## src/hw/rtl/sfa_pkg.sv

```systemverilog
`timescale 1ns / 1ps
package sfa_pkg;
  localparam int unsigned ExpW  = 8;
  localparam int unsigned FracW = 23;
  localparam logic [ExpW-1:0] ExpMax = 8'hff;
  localparam logic [ExpW-1:0] ExpZero = 8'h00;

  // Count leading zeros of a 25-bit magnitude below the carry bit (bits 23:0).
  function automatic logic [4:0] lzc24(input logic [23:0] v);
    logic [4:0] n;
    logic       found;
    n = 5'd24;
    found = 1'b0;
    for (int i = 23; i >= 0; i--) begin
      if (!found && v[i]) begin
        n = 5'(23 - i);
        found = 1'b1;
      end
    end
    return n;
  endfunction
endpackage

```

## src/hw/rtl/sfa_if.sv

```systemverilog
`timescale 1ns / 1ps
interface sfa_in_if;
  logic        valid;
  logic        ready;
  logic [31:0] operand_a;
  logic [31:0] operand_b;
  modport source (output valid, output operand_a, output operand_b, input ready);
  modport sink (input valid, input operand_a, input operand_b, output ready);
endinterface

interface sfa_out_if;
  logic        valid;
  logic        ready;
  logic [31:0] sum_bits;
  modport source (output valid, output sum_bits, input ready);
  modport sink (input valid, input sum_bits, output ready);
endinterface

```

## src/hw/rtl/single_float_adder_top.sv

```systemverilog
`timescale 1ns / 1ps
// Single-precision adder, truncating, no denormals.
// Channels: in_ch carries operand_a and operand_b; out_ch carries sum_bits.
// Both use valid/ready; an item moves on an edge where both are high.
// Stages:
//   1: unpack, special-case detection, two's complement, exponent compare
//   2: align the smaller mantissa (arithmetic right shift, saturating at 31)
//   3: add, take sign and magnitude, count leading zeros
//   4: normalise and pack (this is the output register)
// The accepting edge loads stage 1; the item then passes through stages 2, 3
// and 4 in turn, and out valid rises once it sits in stage 4. Throughput is one
// item per cycle while out_ch.ready stays high; every stage holds one item.
// Special cases (zero or all-ones exponent) bypass the arithmetic and ride
// down the pipe in pass-through registers.
// Reset clears every stage valid bit; the block takes items from the first
// edge after rst_ni rises.
// When the receiver stalls, full stages hold: a stage advances only if it is
// empty or the stage after it is moving, so nothing is lost or repeated.
module single_float_adder_top (
  input  logic clk_i,
  input  logic rst_ni,
  sfa_in_if.sink    in_ch,
  sfa_out_if.source out_ch
);
  import sfa_pkg::*;

  logic v1_q, v2_q, v3_q, v4_q;
  logic adv1, adv2, adv3, adv4;

  assign adv4 = !v4_q || out_ch.ready;
  assign adv3 = !v3_q || adv4;
  assign adv2 = !v2_q || adv3;
  assign adv1 = !v1_q || adv2;
  assign in_ch.ready = adv1;

  // Stage 1 signals
  logic [ExpW-1:0] ea, eb;
  logic signed [25:0] ma, mb;
  logic byp_d;
  logic [31:0] bypv_d;

  always_comb begin
    ea = in_ch.operand_a[30:23];
    eb = in_ch.operand_b[30:23];
    ma = {3'b001, in_ch.operand_a[22:0]};
    mb = {3'b001, in_ch.operand_b[22:0]};
    if (in_ch.operand_a[31]) ma = -ma;
    if (in_ch.operand_b[31]) mb = -mb;
    byp_d = 1'b1;
    priority if (ea == ExpZero) bypv_d = in_ch.operand_b;
    else if (eb == ExpZero) bypv_d = in_ch.operand_a;
    else if (ea == ExpMax) bypv_d = in_ch.operand_a;
    else if (eb == ExpMax) bypv_d = in_ch.operand_b;
    else begin
      bypv_d = in_ch.operand_a;
      byp_d = 1'b0;
    end
  end

  logic               byp1_q;
  logic [31:0]        bypv1_q;
  logic signed [25:0] big1_q, sml1_q;
  logic [ExpW-1:0]    er1_q;
  logic [4:0]         sh1_q;
  logic [ExpW-1:0]    diff;
  logic               a_ge;

  assign a_ge = ea >= eb;
  assign diff = a_ge ? ea - eb : eb - ea;

  always_ff @(posedge clk_i or negedge rst_ni) begin
    if (!rst_ni) begin
      v1_q <= 1'b0;
    end else if (adv1) begin
      v1_q <= in_ch.valid;
    end
  end

  always_ff @(posedge clk_i) begin
    if (adv1) begin
      byp1_q  <= byp_d;
      bypv1_q <= bypv_d;
      big1_q  <= a_ge ? ma : mb;
      sml1_q  <= a_ge ? mb : ma;
      er1_q   <= a_ge ? ea : eb;
      sh1_q   <= (diff > 8'd31) ? 5'd31 : diff[4:0];
    end
  end

  // Stage 2: align
  logic               byp2_q;
  logic [31:0]        bypv2_q;
  logic signed [25:0] big2_q, sml2_q;
  logic [ExpW-1:0]    er2_q;

  always_ff @(posedge clk_i or negedge rst_ni) begin
    if (!rst_ni) begin
      v2_q <= 1'b0;
    end else if (adv2) begin
      v2_q <= v1_q;
    end
  end

  always_ff @(posedge clk_i) begin
    if (adv2) begin
      byp2_q  <= byp1_q;
      bypv2_q <= bypv1_q;
      big2_q  <= big1_q;
      sml2_q  <= sml1_q >>> sh1_q;
      er2_q   <= er1_q;
    end
  end

  // Stage 3: add, sign/magnitude, leading-zero count
  logic signed [25:0] sum;
  logic [24:0]        mag;
  assign sum = big2_q + sml2_q;
  assign mag = sum[25] ? 25'(-sum) : sum[24:0];

  logic            byp3_q, sr3_q;
  logic [31:0]     bypv3_q;
  logic [24:0]     mag3_q;
  logic [4:0]      lz3_q;
  logic [ExpW-1:0] er3_q;

  always_ff @(posedge clk_i or negedge rst_ni) begin
    if (!rst_ni) begin
      v3_q <= 1'b0;
    end else if (adv3) begin
      v3_q <= v2_q;
    end
  end

  always_ff @(posedge clk_i) begin
    if (adv3) begin
      byp3_q  <= byp2_q;
      bypv3_q <= bypv2_q;
      sr3_q   <= sum[25];
      mag3_q  <= mag;
      lz3_q   <= lzc24(mag[23:0]);
      er3_q   <= er2_q;
    end
  end

  // Stage 4: normalise and pack
  logic [31:0] res_d;
  logic [24:0] nm;
  logic [ExpW-1:0] en;

  always_comb begin
    nm = mag3_q << lz3_q;
    en = er3_q - ExpW'(lz3_q);
    if (mag3_q[24]) begin
      nm = mag3_q >> 1;
      en = er3_q + 8'd1;
    end
    if (byp3_q) res_d = bypv3_q;
    else if (mag3_q == 25'd0) res_d = 32'd0;
    else res_d = {sr3_q, en, nm[22:0]};
  end

  logic [31:0] res4_q;
  always_ff @(posedge clk_i or negedge rst_ni) begin
    if (!rst_ni) begin
      v4_q <= 1'b0;
    end else if (adv4) begin
      v4_q <= v3_q;
    end
  end

  always_ff @(posedge clk_i) begin
    if (adv4) res4_q <= res_d;
  end

  assign out_ch.valid    = v4_q;
  assign out_ch.sum_bits = res4_q;

  // Hold the output while stalled.
  a_hold: assert property (@(posedge clk_i) disable iff (!rst_ni)
    v4_q && !out_ch.ready |=> v4_q && $stable(res4_q))
    else $error("output changed under stall");
  // Full pipe with stalled output must refuse input.
  a_full: assert property (@(posedge clk_i) disable iff (!rst_ni)
    v1_q && v2_q && v3_q && v4_q && !out_ch.ready |-> !in_ch.ready)
    else $error("accepted into a full pipe");
  // Accepted item reaches stage one.
  a_enter: assert property (@(posedge clk_i) disable iff (!rst_ni)
    in_ch.valid && in_ch.ready |=> v1_q)
    else $error("accepted item lost");
endmodule
```

## src/flat_wrapper.sv

```systemverilog
// flat-port wrapper written by rule: the top's interface ports become plain ports
module single_float_adder_top_flat import sfa_pkg::*;
  (clk_i, rst_ni, in_ch_valid, in_ch_operand_a, in_ch_operand_b, in_ch_ready, out_ch_valid, out_ch_sum_bits, out_ch_ready);
  sfa_in_if in_ch_i ();
  sfa_out_if out_ch_i ();
  input  logic clk_i;
  input  logic rst_ni;
  input wire logic [$bits(in_ch_i.valid)-1:0] in_ch_valid;
  input wire logic [$bits(in_ch_i.operand_a)-1:0] in_ch_operand_a;
  input wire logic [$bits(in_ch_i.operand_b)-1:0] in_ch_operand_b;
  output wire logic [$bits(in_ch_i.ready)-1:0] in_ch_ready;
  output wire logic [$bits(out_ch_i.valid)-1:0] out_ch_valid;
  output wire logic [$bits(out_ch_i.sum_bits)-1:0] out_ch_sum_bits;
  input wire logic [$bits(out_ch_i.ready)-1:0] out_ch_ready;
  assign in_ch_i.valid = in_ch_valid;
  assign in_ch_i.operand_a = in_ch_operand_a;
  assign in_ch_i.operand_b = in_ch_operand_b;
  assign in_ch_ready = in_ch_i.ready;
  assign out_ch_valid = out_ch_i.valid;
  assign out_ch_sum_bits = out_ch_i.sum_bits;
  assign out_ch_i.ready = out_ch_ready;
  single_float_adder_top u_core (.clk_i(clk_i), .rst_ni(rst_ni), .in_ch(in_ch_i), .out_ch(out_ch_i));
endmodule
```

## config.mk

```make
export PLATFORM = sky130hd
export DESIGN_NAME = single_float_adder_top_flat
export DESIGN_NICKNAME = d
export VERILOG_FILES = /design/src/hw/rtl/sfa_pkg.sv /design/src/hw/rtl/sfa_if.sv /design/src/hw/rtl/single_float_adder_top.sv /design/src/flat_wrapper.sv
export SDC_FILE = /design/constraint.sdc
export NUM_CORES = 1
export LEC_CHECK = 0
export BUFFER_PORTS_ARGS = -buffer_cell sky130_fd_sc_hd__buf_2
export CAP_MARGIN = 20
export CORE_AREA = 4 4 207 309
export DETAILED_ROUTE_END_ITERATION = 8
export DIE_AREA = 0 0 211 313
export PLACE_DENSITY_LB_ADDON = 0.3
export RECOVER_POWER = 50
export SYNTH_ARGS = -nofsm -noshare
export SYNTH_HDL_FRONTEND = slang
export SYNTH_SLANG_ARGS = --single-unit
```

## constraint.sdc

```tcl
create_clock -name clk_i -period 6.6 [get_ports clk_i]
set_clock_uncertainty 0.2 [all_clocks]
set_input_delay 0.66 -clock clk_i [delete_from_list [all_inputs] [get_ports clk_i]]
set_output_delay 0.66 -clock clk_i [all_outputs]
set_load 0.02 [all_outputs]
```

Word-level counts from Yosys, hierarchy flattened
Cells that the tools add are included.

word-level totals
  register bits after elaboration = 299
  bits of input ports = 68
  logic and storage cells = 185

operators by class
  $add $sub $neg = 8
  order comparisons = 2
  eq/ne operators = 2
  shifts and indexed selects = 2
  muxes and demuxes = 85
  reduce and logical (&&, ||, !) cells = 61

operator list
  kind                                                           number
  two-way mux 32 bit                                             6
  two-way mux 26 bit                                             4
  two-way mux 5 bit                                              16
  negation 24 -> 26 bit                                          2
  two-way mux 1 bit                                              48
  logical NOT 1 bit                                              27
  adder 26 bit                                                   1
  >>> shifter 26 x 5 -> 26 bit                                   1
  logical NOT 25 bit                                             1
  two-way mux 25 bit                                             1
  negation 25 bit                                                1
  << shifter 25 x 5 -> 23 bit                                    1
  two-way mux 8 bit                                              3
  logical AND 1 bit                                              23
  two-way mux 23 bit                                             1
  equality test 8 bit, second input constant                     2
  logical NOT 8 bit                                              2
  subtractor 8 bit                                               2
  two-way mux 3 bit                                              4
  adder 8 x 1 -> 8 bit, second input constant                    1
  >= comparator 8 bit                                            1
  greater-than comparator 8 x 5 -> 1 bit, second input constant  1
  OR reduction 8 bit                                             1
  subtractor 8 x 5 -> 8 bit                                      1
  other kinds (5)                                                9

Depth between registers and ports, before layout
  depth after elaboration = 96
  gate-level depth with buffers = 17

Worst setup path after synthesis
Ideal clock, no wire load.

  path kind = input -> register
  start = input out_ch_ready
  end = register u_core.big1_q[0] (enable)
  data arrival time = 3.727 ns
  path slack = 1.258 ns
  stages = 2
  path buffers = 0
  path through = nor2b_1 > nand4_1

between the ends
  longest elaborated chain between the ends = 4

RTL lines
  what                    line                          source
  start: declaration      flat_wrapper.sv:14            input wire logic [$bits(out_ch_i.ready)-1:0] out_ch_ready;
  logical OR 1 bit        single_float_adder_top.sv:30  assign adv4 = !v4_q || out_ch.ready;
  logical OR 1 bit        single_float_adder_top.sv:31  assign adv3 = !v3_q || adv4;
  logical OR 1 bit        single_float_adder_top.sv:32  assign adv2 = !v2_q || adv3;
  logical OR 1 bit        single_float_adder_top.sv:33  assign adv1 = !v1_q || adv2;
  net in_ch_ready         flat_wrapper.sv:11            output wire logic [$bits(in_ch_i.ready)-1:0] in_ch_ready;
  end signal: assignment  single_float_adder_top.sv:83  big1_q <= a_ge ? ma : mb;
  end: declaration        single_float_adder_top.sv:62  logic signed [25:0] big1_q, sml1_q;

The timed path passes the listed nets, and every way through them passes these cells.
A chain may end at the register's enable or synchronous reset.

Worst setup path in the final report
  start = register u_core.big2_q[8]
  end = register u_core.lz3_q[1], data pin

between the ends
  elaborated cells on any way between the ends = 117
  those cells by class = add/sub: 2; mux: 68; reduce/logical: 47

RTL lines
  what                                 line                           source
  start: declaration                   single_float_adder_top.sv:93   logic signed [25:0] big2_q, sml2_q;
  start signal: assignment             single_float_adder_top.sv:108  big2_q <= big1_q;
  adder 26 bit *                       single_float_adder_top.sv:117  assign sum = big2_q + sml2_q;
  negation 25 bit                      single_float_adder_top.sv:118  assign mag = sum[25] ? 25'(-sum) : sum[24:0];
  two-way mux 25 bit *                 single_float_adder_top.sv:118
  net u_core.mag[11]                   single_float_adder_top.sv:116  logic [24:0] mag;
  logical AND 1 bit *                  sfa_pkg.sv:15                  if (!found && v[i]) begin
  two-way mux 1 bit                    sfa_pkg.sv:15
  two-way mux 1 bit                    single_float_adder_top.sv:135  if (adv3) begin
  logical NOT 1 bit                    sfa_pkg.sv:15
  (+34 left out)                       -
  two-way mux 1 bit                    single_float_adder_top.sv:135
  logical NOT 1 bit                    sfa_pkg.sv:15
  logical AND 1 bit                    sfa_pkg.sv:15
  two-way mux 1 bit                    sfa_pkg.sv:15
  two-way mux 1 bit                    single_float_adder_top.sv:135
  logical NOT 1 bit                    sfa_pkg.sv:15
  logical AND 1 bit                    sfa_pkg.sv:15
  OR reduction 2 bit (no source line)  -
  end signal: assignment               single_float_adder_top.sv:140  lz3_q <= lzc24(mag[23:0]);
  end: declaration                     single_float_adder_top.sv:123  logic [4:0] lz3_q;

Mark *: on every way through the listed nets, which the timed path passes. The rest lies on a longest branch. The select of a mux whose other input is x is not followed.

==> results by stage <==
Final layout:
- The commonest non-fill, non-tap cell in the layout is sky130_fd_sc_hd__edfxtp_1.
- In the final layout, the multi-input gates occupy 8150 µm².
- The final cell utilization of the core is 32.4%.
- Across the whole layout, storage elements account for 8870 µm².
- Of the cells placed in the final design, the portion with a size suffix greater than 1 is 13.5%.
- Leaving out fill and tap cells, the most frequent cells in the layout are 292 x sky130_fd_sc_hd__edfxtp_1, 172 x sky130_fd_sc_hd__nand2_1, 135 x sky130_fd_sc_hd__o21ai_0, 111 x sky130_fd_sc_hd__a21oi_1, 104 x sky130_fd_sc_hd__nor2_1.
- The number of diodes added for antenna fixing is 0.
- Fill cells in the final layout number 6167.
- Relative to the synthesized area, the layout overhead comes to 12.8%.
- After the last flow step, the layout net total stands at 1796.

Detailed routing:
- The first TritonRoute pass finished after 5 iterations.
- The count of nets left with antenna violations once routing finished came out at 0.
- After detailed routing, the number of vias per cell comes to 5.09.
- The total detailed-routing wirelength is 48600 µm.
- The post-detailed-route wirelength per cell is 19.6 µm.
- The final route contains 12600 vias.
- For this run, design rule violations remaining after detail routing come to 0.
- The number of violations reported at the end of detailed-routing iteration 0 is 722.

Global route:
- The maximum number of pins on one net before global-route repair is 77.
- The first global-routing pass estimated 74300 µm of wire.
- The via count of the first global-routing pass is 12700.
- The number of antenna violations at the first check in global routing is 0.
- After global routing the overflow that remains totals 0.
- The total routing resource utilization after global routing is 14.2%.

Worst setup path:
- The capturing element type of the critical path is a flip-flop.
- The critical path is of the reg -> reg type.
- The startpoint class of the critical path is a flip-flop.
- At the worst endpoint, the arrival time is 5710 ps.
- For the worst setup path, the data required time is 6810 ps.
- Of all nets on the critical path, the largest fanout is 25.

Run status:
- The run finished, with violations left.
- The final reports fail on capacitance limit, slew limit.

Pwr:
- VDD sags by at most 0.225 mV.
- In this run switching power makes up 40.0% of total power.
- Of the total power, combinational logic draws 44.6%.
- The clock share of power is 20.4%.
- Internal power comes to 5210 µW.
- For this design the total switching power over the nets is 3480 µW.
- Summed over all cells, the static leakage comes to 0.00742 µW.
- In this run the power density over the cells is 438 nW/µm².
- The sequential fraction of design power is 34.9%.

Clocking:
- The number of buffers added by the clock tree synthesis step is 28.
- In this run the number of H-tree levels came out at 1.
- In this run, post-CTS repair resized a total of 0 instances.
- The number of buffers on the longest clock path is 3.
- Clock-pin slew was measured on the worst setup and hold paths at 80 ps.
- TritonCTS built the clock tree.
- The root buffer cell chosen for the clock tree is sky130_fd_sc_hd__clkbuf_16.
- The clock network latency to the later pin of the worst-skew pair is 580 ps.
- The count of buffers added by post-CTS timing repair for setup is 0.
- The CTS sink count is 296.
- The number of hold buffers added after CTS was 1.

STA:
- Setup violations remaining at the end of the flow were counted as 0.
- Setup repair after global routing left no endpoint under its margin.
- The final number of hold-violating endpoints is 0.
- Derived from the worst setup path, the maximum achievable clock frequency is 182 MHz.
- At the pin with the least slew margin, the transition time is 2930 ps.
- The final max-slew violation count is 138.
- The post-route fraction of the period consumed by the critical path is 83.4%.
- The worst path in the final design needs a cycle of 5500 ps, including I/O delays and setup.
- The setup TNS is 0 ps.
- Measured against its own limit, the worst slew margin works out to -95.1%.

Job:
- The tool flagged a number of max-cap violations equal to 3.

Placement:
- After legalization and detailed placement, the total HPWL measured 38600 µm.
- Port buffering added 101 buffers.
- At the end of routability-driven placement, the weighted congestion stood at 0.914.

Floorplanning:
- From bottom edge to top edge, the die measures 313 µm.
- For this configuration, the core starts out at a cell density of 28.7%.
- The area enclosed by the die boundary is 66000 µm².
- 102 I/O pins were placed.
- The core region is 61200 µm².
- The die is 211 µm wide.
- The initialized floorplan defines 111 standard-cell rows.

Yosys:
- A synthesized cell averages 11.0 µm².
- The cell count after synthesis is 1607.
- The Yosys step of the flow raised 0 warnings.
- In this run the biggest area consumer among cell types represents 49.8% of the synthesized area.
- Of all flip-flops after synthesis, the portion carrying an async set or reset was 1.35%.
- The number of distinct library cell variants in the gate-level netlist after synthesis is 102.
- The proportion of synthesized chip area in sequential cells is 50.4%.
- The synthesis-stage register bit count is 296.
- The largest total area in the synthesized netlist belongs to sky130_fd_sc_hd__edfxtp_1.
- The most used flip-flop cell after synthesis is sky130_fd_sc_hd__edfxtp_1.
- By area the synthesized netlist is led by sky130_fd_sc_hd__edfxtp_1 50%, sky130_fd_sc_hd__mux2i_1 4.4%, sky130_fd_sc_hd__o21ai_0 3.8%.
- The netlist area before placement is 17600 µm².
- In this run, synthesis inferred 292 flip-flops with an integrated enable.
- The number of nets handed over by synthesis was 1730.

Worst hold path:
- The tightest min-delay check is of the in -> reg type.
==> flip-flops by register name, indices dropped and copies added, names as in the netlist, 25 cells and up <==
register / flops
u_core.bypv1_q: 32
u_core.bypv2_q: 32
u_core.big2_q: 25
u_core.sml1_q: 25
u_core.sml2_q: 26
u_core.out_ch.sum_bits: 32
u_core.big1_q: 25
u_core.mag3_q: 25
u_core.bypv3_q: 32
==> stage by stage <==
step                cell area, µm²  cells  setup WS, ps  total power [µW]  hold WS, ps
floorplan                    17600   1607          1260              5830          164
global placement             18900   2433          1400              6950          204
detailed placement           18900   2433          1230              6970          205
CTS                          19900   2484          1230              8790         38.6
global route                 19900   2484           730              9260         61.7
finish                       19900   2484          1100              8690         68.2
==> cells by family (layout without fill, tap and decap cells) <==
| family | count (synthesis) | after routing | share of synthesized area [%] |
|---|---|---|---|
| AO/OA/AOI/OAI | 435 | 435 | 16.3 |
| XOR/XNOR | 95 | 95 | 4.77 |
| adder cells (fa/ha/maj) | 55 | 55 | 4.08 |
| buffers and inverters | 144 | 230 | 3.38 |
| flip-flops | 296 | 296 | 50.4 |
| multiplexers | 134 | 134 | 8.79 |
| AND/OR/NAND/NOR | 448 | 448 | 12.3 |
==> metal layers <==
| metal | vias to the layer above | routed length (µm) | share of wire, % | GRT usage (%) |
|---|---|---|---|---|
| met3 | 113 | 1400 | 2.9 | 1.21 |
| met5 | - | 0 | 0 | 0 |
| met2 | 321 | 26300 | 54 | 27.2 |
| li1 | 6176 | - | - | - |
| met1 | 6023 | 18900 | 39 | 16.1 |
| met4 | 0 | 2030 | 4.2 | 5.56 |
==> final cells by class <==
class                   count  share of cell area, %
clock buffers              32                   3.61
clock inverters            18                   1.55
inverters                  58                   1.10
multi-input cells        1167                   41.1
flip-flops and latches    296                   44.7
well taps                 791                   4.99
repair buffers            122                   3.03
==> power by group through the flow <==
stage / Clock (µW) / Combinational (µW) / Sequential, µW
after floorplan: 0 / 2820 / 3010
after global placement: 0 / 3880 / 3070
after detailed placement: 0 / 3890 / 3080
after CTS: 1840 / 3910 / 3040
after global routing: 1910 / 4260 / 3080
final: 1780 / 3880 / 3040
==> worst max-delay path, cell delays in order, from the launching register on <==
cell and delay, ps:
sky130_fd_sc_hd__edfxtp_1 380, sky130_fd_sc_hd__ha_1 460, sky130_fd_sc_hd__nand2_1 210, sky130_fd_sc_hd__o21ai_1 530
sky130_fd_sc_hd__a21oi_1 200, sky130_fd_sc_hd__a211oi_2 330, sky130_fd_sc_hd__a21o_1 200, sky130_fd_sc_hd__nand3_2 380
sky130_fd_sc_hd__inv_1 720, sky130_fd_sc_hd__nand2_1 160, sky130_fd_sc_hd__xor2_1 230, sky130_fd_sc_hd__inv_1 100
sky130_fd_sc_hd__or3b_1 430, sky130_fd_sc_hd__o41ai_1 460, sky130_fd_sc_hd__o21ai_0 140, sky130_fd_sc_hd__a31oi_1 200
==> worst paths after layout <==
path                                         start            endpoint  slack, ps  cells past startpoint
worst max-delay path              u_core.big2_q[8]     u_core.lz3_q[1]       1100                     15
worst min-delay path                   in_ch_valid         u_core.v1_q         70                      2
worst max register to register    u_core.big2_q[8]     u_core.lz3_q[1]       1100                     15
worst min register to register  u_core.bypv2_q[28]  u_core.bypv3_q[28]        210                      0
max in group asynchronous                   rst_ni         u_core.v3_q       5770                      2
min in group asynchronous                   rst_ni         u_core.v1_q        230                      2
==> synth_stat cells, types with 14 or more instances <==
cell,n
sky130_fd_sc_hd__mux2i_1,78
sky130_fd_sc_hd__nand4_1,15
sky130_fd_sc_hd__nand2_1,172
sky130_fd_sc_hd__nand3_1,18
sky130_fd_sc_hd__o21ai_0,135
sky130_fd_sc_hd__xnor2_1,41
sky130_fd_sc_hd__clkbuf_1,67
sky130_fd_sc_hd__mux2_2,44
sky130_fd_sc_hd__edfxtp_1,292
sky130_fd_sc_hd__inv_1,56
sky130_fd_sc_hd__xor2_1,53
sky130_fd_sc_hd__ha_1,51
sky130_fd_sc_hd__a21o_1,21
sky130_fd_sc_hd__a22oi_1,19
sky130_fd_sc_hd__nor2_1,104
sky130_fd_sc_hd__nor3_1,25
sky130_fd_sc_hd__or3_1,16
sky130_fd_sc_hd__a211oi_1,14
sky130_fd_sc_hd__nand2b_1,14
sky130_fd_sc_hd__a21oi_1,112
Power figures use the tool's default switching activity.
